### src/design/spz_pkg.sv
// ----------------------------------------------------------------------------
// spz_pkg
// Shared types and constants for the Spritz sponge engine.
// ----------------------------------------------------------------------------
package spz_pkg;

    localparam int unsigned SBOX_DEPTH = 256;
    localparam int unsigned ADDR_W     = 8;
    localparam int unsigned BYTE_W     = 8;

    typedef logic [ADDR_W-1:0] sbox_addr_t;
    typedef logic [BYTE_W-1:0] byte_t;

    typedef enum logic [2:0] {
        CMD_INIT   = 3'd0,
        CMD_ABSORB = 3'd1,
        CMD_STOP   = 3'd2,
        CMD_DRIP   = 3'd3,
        CMD_XOR    = 3'd4
    } cmd_t;

    // Nibbles pending before a shuffle is forced.
    localparam byte_t HALF_COUNT = 8'd128;
    localparam byte_t NIB_BASE   = 8'd128;
    localparam byte_t LAST_CRUSH = 8'd127;

    typedef struct packed {
        logic       wr_en;
        sbox_addr_t wr_addr;
        byte_t      wr_data;
        sbox_addr_t rd_addr;
    } sbox_req_t;

endpackage

### src/design/spz_sbox_ram.sv
// ----------------------------------------------------------------------------
// spz_sbox_ram
// Permutation store: one write port and one registered read port.
// ----------------------------------------------------------------------------
module spz_sbox_ram
    import spz_pkg::*;
(
    input  logic      aclk,
    input  sbox_req_t req,
    output byte_t     rd_data
);

    byte_t mem [SBOX_DEPTH];
    byte_t rd_data_reg;

    always_ff @(posedge aclk) begin
        if (req.wr_en) begin
            mem[req.wr_addr] <= req.wr_data;
        end
        rd_data_reg <= mem[req.rd_addr];
    end

    assign rd_data = rd_data_reg;

endmodule

### src/design/spritz_sponge_cipher_engine.sv
// ----------------------------------------------------------------------------
// spritz_sponge_cipher_engine
// Spritz sponge (N = 256) run one command per transaction.
// ----------------------------------------------------------------------------
// Channel  | Ports                     | Contents
// input    | s_tvalid s_tready s_tdata | [2:0] cmd, [10:3] data_byte
// result   | m_tvalid m_tready m_tdata | [7:0] result_byte
//
// A permutation update walks states UPD_A to UPD_E through the S-box memory;
// drip and xor run one update and then the output states; an absorbed byte swaps once per nibble.
// A shuffle runs 3 x 512 updates plus 2 x 128 compare-and-swap steps.
// After reset, and after init, a sweep over all 256 entries rewrites the identity
// permutation with s_tready low. A held result does not block the next
// transaction until its own result is ready.
// ----------------------------------------------------------------------------
module spritz_sponge_cipher_engine
    import spz_pkg::*;
(
    input  logic        aclk,
    input  logic        aresetn,
    input  logic        s_tvalid,
    output logic        s_tready,
    input  logic [15:0] s_tdata,   // cmd [2:0], data_byte [10:3], zero [15:11]
    output logic        m_tvalid,
    input  logic        m_tready,
    output logic [7:0]  m_tdata    // result_byte [7:0]
);

    typedef enum logic [4:0] {
        ST_FILL, ST_IDLE, ST_ABS,
        ST_UPD_A, ST_UPD_B, ST_UPD_C, ST_UPD_D, ST_UPD_E,
        ST_SW_A, ST_SW_B, ST_SW_C, ST_SW_D,
        ST_OUT_A, ST_OUT_B, ST_OUT_C, ST_OUT_D, ST_OUT_W
    } state_t;

    typedef enum logic [1:0] { POST_ABS, POST_STOP, POST_KEY } post_t;

    state_t     state_reg, state_next;
    post_t      post_reg, post_next;
    byte_t      i_reg, i_next, j_reg, j_next, k_reg, k_next, z_reg, z_next;
    byte_t      a_reg, a_next, w_reg, w_next, tmp_reg, tmp_next;
    byte_t      p_reg, p_next, q_reg, q_next, fill_reg, fill_next;
    logic [8:0] upd_cnt_reg, upd_cnt_next;
    logic [1:0] whip_reg, whip_next;
    logic       shuf_reg, shuf_next, crush_reg, crush_next;
    logic       hi_reg, hi_next, swap_reg, swap_next;
    cmd_t       cmd_reg, cmd_next;
    byte_t      byte_reg, byte_next;
    logic       m_valid_reg, m_valid_next;
    byte_t      m_data_reg, m_data_next;
    sbox_req_t  req;
    byte_t      rd;

    spz_sbox_ram u_sbox (.aclk(aclk), .req(req), .rd_data(rd));

    assign s_tready = (state_reg == ST_IDLE);
    assign m_tvalid = m_valid_reg;
    assign m_tdata  = m_data_reg;

    always_comb begin
        state_next   = state_reg;   post_next  = post_reg;
        i_next       = i_reg;       j_next     = j_reg;
        k_next       = k_reg;       z_next     = z_reg;
        a_next       = a_reg;       w_next     = w_reg;
        tmp_next     = tmp_reg;     p_next     = p_reg;
        q_next       = q_reg;       fill_next  = fill_reg;
        upd_cnt_next = upd_cnt_reg; whip_next  = whip_reg;
        shuf_next    = shuf_reg;    crush_next = crush_reg;
        hi_next      = hi_reg;      swap_next  = swap_reg;
        cmd_next     = cmd_reg;     byte_next  = byte_reg;
        m_data_next  = m_data_reg;
        m_valid_next = m_valid_reg && !m_tready;
        req          = '0;

        case (state_reg)
            ST_FILL: begin
                req.wr_en   = 1'b1;
                req.wr_addr = fill_reg;
                req.wr_data = fill_reg;
                fill_next   = fill_reg + 8'd1;
                if (fill_reg == 8'hff) begin
                    state_next = ST_IDLE;
                end
            end
            ST_IDLE: begin
                if (s_tvalid) begin
                    cmd_next  = cmd_t'(s_tdata[2:0]);
                    byte_next = s_tdata[10:3];
                    hi_next   = 1'b0;
                    case (s_tdata[2:0])
                        CMD_INIT: begin
                            i_next = '0; j_next = '0; k_next = '0; z_next = '0;
                            a_next = '0; w_next = 8'd1; fill_next = '0;
                            state_next = ST_FILL;
                        end
                        CMD_ABSORB: state_next = ST_ABS;
                        CMD_STOP: begin
                            if (a_reg == HALF_COUNT) begin
                                post_next = POST_STOP; shuf_next = 1'b1;
                                upd_cnt_next = '0; whip_next = '0;
                                state_next = ST_UPD_A;
                            end else begin
                                a_next = a_reg + 8'd1;
                            end
                        end
                        CMD_DRIP, CMD_XOR: begin
                            post_next = POST_KEY; upd_cnt_next = '0; whip_next = '0;
                            shuf_next = (a_reg != 8'd0);
                            state_next = ST_UPD_A;
                        end
                        default: ;
                    endcase
                end
            end
            ST_ABS: begin
                if (a_reg == HALF_COUNT) begin
                    post_next = POST_ABS; shuf_next = 1'b1;
                    upd_cnt_next = '0; whip_next = '0;
                    state_next = ST_UPD_A;
                end else begin
                    p_next = a_reg;
                    q_next = NIB_BASE + {4'd0, hi_reg ? byte_reg[7:4] : byte_reg[3:0]};
                    crush_next = 1'b0;
                    state_next = ST_SW_A;
                end
            end
            ST_UPD_A: begin
                i_next      = i_reg + w_reg;
                req.rd_addr = i_reg + w_reg;
                state_next  = ST_UPD_B;
            end
            ST_UPD_B: begin
                tmp_next    = rd;
                req.rd_addr = j_reg + rd;
                state_next  = ST_UPD_C;
            end
            ST_UPD_C: begin
                j_next      = k_reg + rd;
                req.rd_addr = k_reg + rd;
                state_next  = ST_UPD_D;
            end
            ST_UPD_D: begin
                k_next      = i_reg + k_reg + rd;
                req.wr_en   = 1'b1;
                req.wr_addr = i_reg;
                req.wr_data = rd;
                state_next  = ST_UPD_E;
            end
            ST_UPD_E: begin
                req.wr_en   = 1'b1;
                req.wr_addr = j_reg;
                req.wr_data = tmp_reg;
                if (!shuf_reg) begin
                    state_next = ST_OUT_A;
                end else begin
                    upd_cnt_next = upd_cnt_reg + 9'd1;
                    state_next   = ST_UPD_A;
                    if (upd_cnt_reg == 9'h1ff) begin
                        w_next = w_reg + 8'd2;
                        if (whip_reg == 2'd2) begin
                            // Shuffle complete: resume the command that asked for it.
                            a_next    = '0;
                            shuf_next = 1'b0;
                            case (post_reg)
                                POST_ABS:  state_next = ST_ABS;
                                POST_STOP: begin
                                    a_next = 8'd1; state_next = ST_IDLE;
                                end
                                default:   state_next = ST_UPD_A;
                            endcase
                        end else begin
                            p_next = '0; q_next = 8'hff; crush_next = 1'b1;
                            state_next = ST_SW_A;
                        end
                    end
                end
            end
            ST_SW_A: begin
                req.rd_addr = p_reg;
                state_next  = ST_SW_B;
            end
            ST_SW_B: begin
                tmp_next    = rd;
                req.rd_addr = q_reg;
                state_next  = ST_SW_C;
            end
            ST_SW_C: begin
                swap_next   = !crush_reg || (tmp_reg > rd);
                req.wr_en   = !crush_reg || (tmp_reg > rd);
                req.wr_addr = p_reg;
                req.wr_data = rd;
                state_next  = ST_SW_D;
            end
            ST_SW_D: begin
                req.wr_en   = swap_reg;
                req.wr_addr = q_reg;
                req.wr_data = tmp_reg;
                if (crush_reg) begin
                    p_next = p_reg + 8'd1;
                    q_next = q_reg - 8'd1;
                    state_next = ST_SW_A;
                    if (p_reg == LAST_CRUSH) begin
                        whip_next = whip_reg + 2'd1;
                        upd_cnt_next = '0;
                        state_next = ST_UPD_A;
                    end
                end else begin
                    a_next  = a_reg + 8'd1;
                    hi_next = 1'b1;
                    state_next = hi_reg ? ST_IDLE : ST_ABS;
                end
            end
            ST_OUT_A: begin
                req.rd_addr = z_reg + k_reg;
                state_next  = ST_OUT_B;
            end
            ST_OUT_B: begin
                req.rd_addr = i_reg + rd;
                state_next  = ST_OUT_C;
            end
            ST_OUT_C: begin
                req.rd_addr = j_reg + rd;
                state_next  = ST_OUT_D;
            end
            ST_OUT_D: begin
                z_next     = rd;
                state_next = ST_OUT_W;
            end
            ST_OUT_W: begin
                if (!m_valid_reg || m_tready) begin
                    m_valid_next = 1'b1;
                    m_data_next  = (cmd_reg == CMD_XOR) ? (z_reg ^ byte_reg) : z_reg;
                    state_next   = ST_IDLE;
                end
            end
            default: state_next = ST_IDLE;
        endcase
    end

    always_ff @(posedge aclk) begin
        if (!aresetn) begin
            state_reg <= ST_FILL;  fill_reg <= '0;
            i_reg <= '0; j_reg <= '0; k_reg <= '0; z_reg <= '0;
            a_reg <= '0; w_reg <= 8'd1;
            shuf_reg <= 1'b0; crush_reg <= 1'b0; hi_reg <= 1'b0; swap_reg <= 1'b0;
            upd_cnt_reg <= '0; whip_reg <= '0; post_reg <= POST_ABS;
            cmd_reg <= CMD_INIT; m_valid_reg <= 1'b0;
        end else begin
            state_reg <= state_next;  fill_reg <= fill_next;
            i_reg <= i_next; j_reg <= j_next; k_reg <= k_next; z_reg <= z_next;
            a_reg <= a_next; w_reg <= w_next;
            shuf_reg <= shuf_next; crush_reg <= crush_next;
            hi_reg <= hi_next; swap_reg <= swap_next;
            upd_cnt_reg <= upd_cnt_next; whip_reg <= whip_next; post_reg <= post_next;
            cmd_reg <= cmd_next; m_valid_reg <= m_valid_next;
        end
        tmp_reg <= tmp_next; p_reg <= p_next; q_reg <= q_next;
        byte_reg <= byte_next; m_data_reg <= m_data_next;
    end

    a_pending_bound: assert property (@(posedge aclk) disable iff (!aresetn)
        a_reg <= HALF_COUNT) else $error("pending nibble count above half size");
    a_step_odd: assert property (@(posedge aclk) disable iff (!aresetn)
        w_reg[0]) else $error("step became even");
    a_idle_no_write: assert property (@(posedge aclk) disable iff (!aresetn)
        state_reg == ST_IDLE |-> !req.wr_en) else $error("S-box written while idle");
    a_crush_span: assert property (@(posedge aclk) disable iff (!aresetn)
        (crush_reg && state_reg == ST_SW_A) |-> (p_reg < NIB_BASE && q_reg == ~p_reg))
        else $error("crush pair out of range");

endmodule
### config.mk
export PLATFORM = sky130hd
export DESIGN_NAME = spritz_sponge_cipher_engine
export DESIGN_NICKNAME = d
export VERILOG_FILES = /design/src/design/spz_pkg.sv /design/src/design/spz_sbox_ram.sv /design/src/design/spritz_sponge_cipher_engine.sv
export SDC_FILE = /design/constraint.sdc
export NUM_CORES = 2
export LEC_CHECK = 0
export ABC_AREA = 1
export BUFFER_PORTS_ARGS = -buffer_cell sky130_fd_sc_hd__buf_2
export CORE_MARGIN = 4
export CORE_UTILIZATION = 48
export CTS_CLUSTER_SIZE = 12
export DETAILED_ROUTE_END_ITERATION = 10
export PLACE_DENSITY = 0.63
export SLEW_MARGIN = 30
export SYNTH_ARGS = -nofsm -noshare
export SYNTH_HDL_FRONTEND = slang
export SYNTH_SLANG_ARGS = --single-unit
### constraint.sdc
create_clock -name aclk -period 10.8 [get_ports aclk]
set_input_delay 0.54 -clock aclk [delete_from_list [all_inputs] [get_ports aclk]]
set_output_delay 0.54 -clock aclk [all_outputs]
set_load 0.01 [all_outputs]
# Word-level counts from Yosys, hierarchy flattened
# Memory sizes are Yosys's and may differ from the RTL's. A register that Yosys moved wholly into a read port is not among the register bits.
# Cells that the tools add are included.
[totals] register_bits=122 mem_bits_rw=2048 out_inout_bits=10 n_memories=1
[op_classes] add_sub_neg=15 magnitude_cmp=1 n_eq_ne=45 muxes=88 bitwise_logic=1 n_reduce_logical=44
[mem_list] name="u_sbox.mem" words=256 width=8 read_ports=1 rd_clocked_by_memory_dff=1 wr=1 line="spz_sbox_ram.sv:13" text="byte_t mem [SBOX_DEPTH];"
[ops] operator="8-bit 2-to-1 mux" count=23
[ops] operator="8-bit one-hot mux with 2 select lines" count=7
[ops] operator="17-bit one-hot mux with 5 select lines" count=1
[ops] operator="5-bit one-hot mux with 17 select lines" count=1
[ops] operator="8-bit one-hot mux with 3 select lines" count=3
[ops] operator="8-bit adder" count=7
[ops] operator="8-bit one-hot mux with 7 select lines" count=1
[ops] operator="9-bit 2-to-1 mux" count=5
[ops] operator="5-bit by 4-bit equality test with 1-bit output (second input constant)" count=8
[ops] operator="5-bit 2-to-1 mux" count=8
[ops] operator="9-bit one-hot mux with 4 select lines" count=1
[ops] operator="5-bit AND reduction" count=5
[ops] operator="8-bit by 1-bit adder with 8-bit output (second input constant)" count=3
[ops] operator="2-bit inequality test (second input constant)" count=12
[ops] operator="3-bit AND reduction" count=7
[ops] operator="5-bit by 3-bit equality test with 1-bit output (second input constant)" count=4
[ops] operator="5-bit one-hot mux with 4 select lines" count=1
[ops] operator="9-bit one-hot mux with 2 select lines" count=1
[ops] operator="2-bit nonzero test" count=9
[ops] operator="8-bit equality test (second input constant)" count=2
[ops] operator="1-bit 2-to-1 mux" count=16
[ops] operator="2-bit 2-to-1 mux" count=8
[ops] operator="2-bit one-hot mux with 2 select lines" count=4
[ops] operator="4-bit 2-to-1 mux" count=3
[ops] operator="other kinds (37)" count=54

# Longest topological paths before layout
[logic_depth] ltp_word=6 mapped_depth=26 mapped_depth_nobuf=23

# Hierarchy
# From an unflattened synthesis, not the netlist that was laid out.
[hier_totals] cells_unflattened=8273 area_unflattened_um2=92311.0
[modules_own_cells] mod="spz_sbox_ram" n_inst=1 cells_each=7003 area_each_um2=83396.2
[modules_own_cells] mod="spritz_sponge_cipher_engine" n_inst=1 cells_each=1270 area_each_um2=8914.8

# Least setup slack after synthesis
# Ideal clock, no wire load.
[synth_path] path_type="register to register" from="register state_reg[3]" to="memory u_sbox.mem[0][1] (netlist name), data pin" arrival_time_ns=7.967 slack_ns=1.300 path_stages_with_launch=9 n_path_buf=0 period_less_slack_ns=9.500 path_cell_list="dfxtp_1 > inv_1 > nor2_2 > inv_1 > nor2_1 > inv_1 > nand2_1 > inv_1 > o211ai_1"
[synth_lines] element="start: declaration" line="spritz_sponge_cipher_engine.sv:38" text="state_t state_reg, state_next;"
[synth_lines] element="start signal: assignment" line="spritz_sponge_cipher_engine.sv:249" text="state_reg <= state_next; fill_reg <= fill_next;"
[synth_lines] element="end: declaration" line="spz_sbox_ram.sv:13"

# Worst setup path in the final report
[layout_path] from="register state_reg[2]" to="register u_sbox.rd_data_reg[1], in the netlist u_sbox.rd_data[1] (read register of u_sbox.mem)"
[layout_via] elab_chain_cells=3 word_cells_on_any_way=10 classes_between="8 x eq/ne; 1 x mux; 1 x reduce/logical"
[layout_rtl] element="5-bit by 4-bit equality test with 1-bit output or 5-bit by 3-bit equality test with 1-bit output (tied branches)" line="spritz_sponge_cipher_engine.sv:75" text="case (state_reg)"
[layout_rtl] element="2-bit OR reduction (no source line)"
[layout_rtl] element="8-bit one-hot mux with 7 select lines (*)" line="spritz_sponge_cipher_engine.sv:75"
[layout_rtl] element="end: declaration" line="spz_sbox_ram.sv:14" text="byte_t rd_data_reg;"
# Mark *: on every way between the ends. The rest lies on a longest branch, timed or not.
# A chain may end at the register's enable or synchronous reset.

==> out/metrics.sh <==
AVGSYNTHCELLAREA_UM2=10.9
FILLERINSTANCES=17200
ANT_NETS=0
HIGHEST_IR_DROP_SEEN_ON_VDD_uV=175
MIN_PERIOD_OVER_PERIOD_PCT=61.3
SYNTH_SEQ_AREA_SHARE_PCT=65.9
POSTSYNTHCELLCOUNT=8996
MAXIMUM_CLOCK_SKEW_AT_FINAL_LAYOUT_NS=0.0535
FINAL-SETUP-VIOL-COUNT=0
SLEW-LIMIT-HEADROOM_PCT=26.8
STARTPOINT_TYPE='register'
AREA.SEQUENTIAL_UM2=64500
CTS.REPORTEDPATHS.CLKPINSLEW_NS=0.06
TIMING.CRITICAL_PATH.MODE_CELL='sky130_fd_sc_hd__nand3_1'
FIRST_PASS_GRT_WIRE_LENGTH_UM=397000
NETLIST.AREA_LEADER.SHARE_PCT=64.1
CTS_ROOT_BUF='sky130_fd_sc_hd__clkbuf_16'
POST-ROUTE-CELL-AREA_UM2=107000
CLKLATENCYLATEPIN_NS=0.88
YS.WARNINGS.COUNT=0
HORIZONTAL_DIE_DIMENSION_UM=460
GRT_OVERFLOW=0
NETLIST-CELL-TYPE-COUNT=53
P_LEAK_nW=39.5
CRITICAL_PATH_CLASS='register to register'
DRTITER0DRC=7816
REPORT.FINAL.HOLD_VIOL_COUNT=0
ROUTED_WL_UM=265000
CTS_HOLD_REPAIR.BUFFERS=10
POST_SYNTH_MAIN_AREA_CONTRIBUTORS='sky130_fd_sc_hd__edfxtp_1 64%, sky130_fd_sc_hd__nand3_1 9.8%, sky130_fd_sc_hd__nand3b_1 5.6%, sky130_fd_sc_hd__nand2_1 4.9%, sky130_fd_sc_hd__inv_1 4.8%'
TMIN_FINAL_NS=6.62
WORST_PATH_ARRIVAL_TIME_NS=7.36
NETLIST.TOP_CELL.BY_AREA='sky130_fd_sc_hd__edfxtp_1'
CRITPATHMAXFANOUT=178
CTS.SINK_COUNT=2178
AREA_GROWTH_SYN_TO_LAYOUT_PCT=9.23
CLOCK_PATH_BUFFERS=3
FINAL_MAX_SLEW_VIOLS=0
CTS_BUFFERS=223
HOLDPATHSTAGES=3
PLACED_CELL_AREA_UM2=99900
WORST_REG2REG_PATH_LENGTH_IN_CELLS=19
CTS_SETUP_BUFFERS=0
MAX_CAP_VIOL_COUNT=0
HTREE_NUM_LEVELS=4
YS_DOMINANT_REG_CELL='sky130_fd_sc_hd__edfxtp_1'
CLOCK_TREE_FROM_TRITONCTS='yes'
POWERDENSITY_nW_PER_UM2=169
IOS=30
CRIT_PATH_CELL_TRACE='inv_1, nor2_1, nand3_2, nand2_1, o21ai_0, ha_1, nand2_8, buf_12, buf_4, buf_4, nand3b_1, nand3_1, nand3_1, nand3_1, nand3_1, nand3_1, nand3_1, nand3_1, nand2_1'
GP_ROUTABILITY_CONGESTION=0.892
NUMBER_OF_ANTENNA_VIOLATIONS_AT_THE_FIRST_CHECK_IN_GLOBAL_ROUTING=7
OUTCOME='finished clean'
DETAIL_ROUTE.VIAS_PER_CELL=5.71
ROUTED_WIRE_LENGTH_PER_INSTANCE_UM=22.8
CP.REQUIRED_NS=11.53
BIGGEST_CELL_DELAY_ALONG_THE_CRITICAL_PATH_NS=0.75
LARGEST_REG_FLOPS=2048
TIMING.CRITICAL_PATH.TO_TYPE='register'
TIMING.FMAX_MHz=151
SETUP_TOTAL_NEGATIVE_SLACK_NS=0
LAYOUT-DRIVE-GT1-SHARE_PCT=5.03
DIEHEIGHT_UM=460
NUMBER_OF_GLOBAL_ROUTE_VIAS_BEFORE_REPAIR=63700
HOLD_CLASS='primary input to register'
SYNTH.CELL_AREA_UM2=97900
MAXIMUM_NUMBER_OF_PINS_ON_ONE_NET_BEFORE_GLOBAL_ROUTE_REPAIR=223
DRT_PRE_ANTENNA_ITERS=8
POST-SYNTH-TOP-COUNT-CELL='sky130_fd_sc_hd__edfxtp_1'
CORE-AREA_UM2=203000
PLACEMENT.IO_BUFFERS=24
TRACK_USAGE_PCT=24.6
MULTI_INPUT_COMB_AREA_UM2=26200
ASYNC_FLOP_SHARE_PCT=0
POSTSYNTHNETCOUNT=9080
DETAILROUTE.VIA_COUNT=66400
HPWLAFTERDP_UM=145000
ACTUAL_TRANSITION_AT_THE_WORST_MAX_TRANSITION_PIN_NS=1.09
FLOORPLAN.ROWS=165
REMAINING_DRC_ERRORS=0
RSZ_0062_RAISED_AFTER_GLOBAL_ROUTING='false'
CP_SLOWEST_CELL='sky130_fd_sc_hd__buf_4'
INITIAL_CORE_UTIL_PCT=48.3
SYNTH-EDFF-COUNT=2088
FINALNETCOUNT=8859
NETLIST_TOP_CELLS_COUNT='2088 x sky130_fd_sc_hd__edfxtp_1, 1918 x sky130_fd_sc_hd__nand3_1, 1266 x sky130_fd_sc_hd__nand2_1, 1259 x sky130_fd_sc_hd__inv_1, 730 x sky130_fd_sc_hd__nand3b_1'
FP.DIEAREA_UM2=211000
POST_CTS_RESIZED=0
YOSYS_REGISTER_BITS=2178
placed cells by master, fill, tap and decap left out, types with 5 or more instances in the layout:
cell type | Yosys | layout
sky130_fd_sc_hd__buf_16 | 0 | 5
sky130_fd_sc_hd__nor3_1 | 24 | 24
sky130_fd_sc_hd__edfxtp_1 | 2088 | 2088
sky130_fd_sc_hd__xor2_1 | 18 | 18
sky130_fd_sc_hd__or2_2 | 5 | 5
sky130_fd_sc_hd__buf_4 | 4 | 73
sky130_fd_sc_hd__nand3_1 | 1918 | 1917
sky130_fd_sc_hd__clkinv_1 | 2 | 57
sky130_fd_sc_hd__clkinv_16 | 0 | 6
sky130_fd_sc_hd__clkinv_2 | 0 | 21
sky130_fd_sc_hd__fa_1 | 12 | 12
sky130_fd_sc_hd__dlygate4sd3_1 | 0 | 10
sky130_fd_sc_hd__nand2_1 | 1266 | 1253
sky130_fd_sc_hd__clkbuf_16 | 0 | 225
sky130_fd_sc_hd__nand4_1 | 22 | 22
sky130_fd_sc_hd__buf_2 | 259 | 24
sky130_fd_sc_hd__o21ai_0 | 83 | 83
sky130_fd_sc_hd__nand3b_1 | 730 | 730
sky130_fd_sc_hd__buf_6 | 1 | 6
sky130_fd_sc_hd__nor3b_1 | 6 | 6
sky130_fd_sc_hd__clkbuf_1 | 273 | 72
sky130_fd_sc_hd__inv_1 | 1259 | 1257
sky130_fd_sc_hd__o22ai_1 | 17 | 17
sky130_fd_sc_hd__nand2_2 | 1 | 11
sky130_fd_sc_hd__dfxtp_1 | 90 | 90
sky130_fd_sc_hd__buf_12 | 0 | 18
sky130_fd_sc_hd__inv_2 | 11 | 11
sky130_fd_sc_hd__clkinv_8 | 0 | 5
sky130_fd_sc_hd__nor2_1 | 411 | 408
sky130_fd_sc_hd__nor2_4 | 4 | 8
sky130_fd_sc_hd__a21oi_1 | 94 | 94
sky130_fd_sc_hd__o211ai_1 | 245 | 245
sky130_fd_sc_hd__ha_1 | 52 | 52
sky130_fd_sc_hd__a211oi_1 | 5 | 5
worst max-delay path, delay by kind of cell, from the launching register on:
family | cells | cell delay [ns]
buffers and inverters | 4 | 2.24
DFF | 1 | 0.40
AOI/OAI and AO/OA | 1 | 0.26
and+or+nand+nor | 13 | 2.86
adders and majority gates | 1 | 0.40
layout make-up:
type	count	share of cell area [%]
clock inverters	97	0.726
flip-flops and latches	2178	60.3
clock buffers	300	5.56
inverters	1273	4.49
diodes	4	0.00936
well taps	2672	3.13
multi-input cells	4963	24.5
repair buffers	136	1.25
final timing paths:
check	from	to	slack, ns
min	s_tdata[0]	cmd_reg[0]$_SDFFE_PN0P_	0.08
max	state_reg[2]$_SDFFE_PN0P_	u_sbox.rd_data[1]$_DFF_P_	4.18
min reg2reg	j_reg[6]$_SDFFE_PN0P_	j_reg[6]$_SDFFE_PN0P_	0.48
max reg2reg	state_reg[2]$_SDFFE_PN0P_	u_sbox.rd_data[1]$_DFF_P_	4.18
per-stage QoR:
step	total power (W)	cells	hold WS, ns	utilization (%)	setup slack [ns]
3_5_place_dp	0.0110	11200	0.452	49.3	4.37
5_1_grt	0.0186	11600	0.0484	52.8	3.92
2_1_floorplan	0.0105	8996	0.421	-	1.30
4_1_cts	0.0181	11600	0.0244	52.7	4.38
3_3_place_gp	0.0109	11200	0.446	49.3	4.48
6_report	0.0180	11600	0.0790	52.8	4.18
per-layer routing:
layer | vias up | track usage [%] | share of wire, %
met5 | - | 0 | 0.0026
met1 | 32400 | 33.3 | 41
li1 | 30700 | - | -
met3 | 532 | 3.93 | 7.7
met2 | 2744 | 39.8 | 47
met4 | 2 | 10.2 | 4.2
kinds of logic (layout without fill, tap and decap cells):
logic type | Yosys count | count (layout) | synth area share [%]
and+or+nand+nor | 4403 | 4403 | 22.4
buffers and inverters | 1855 | 1806 | 7.47
DFF | 2178 | 2178 | 65.9
xor gates and xnor gates | 20 | 20 | 0.179
adders and majority gates | 64 | 64 | 0.910
AOI/OAI and AO/OA | 476 | 476 | 3.19
other | 0 | 4 | 0
power by group:
part | switching [W] | internal (W)
combinational | 0.000962 | 0.000215
clock | 0.00325 | 0.00395
sequential | 0.0000921 | 0.00956
total | 0.00430 | 0.0137
Note: power is estimated with default switching activity, not from simulation.
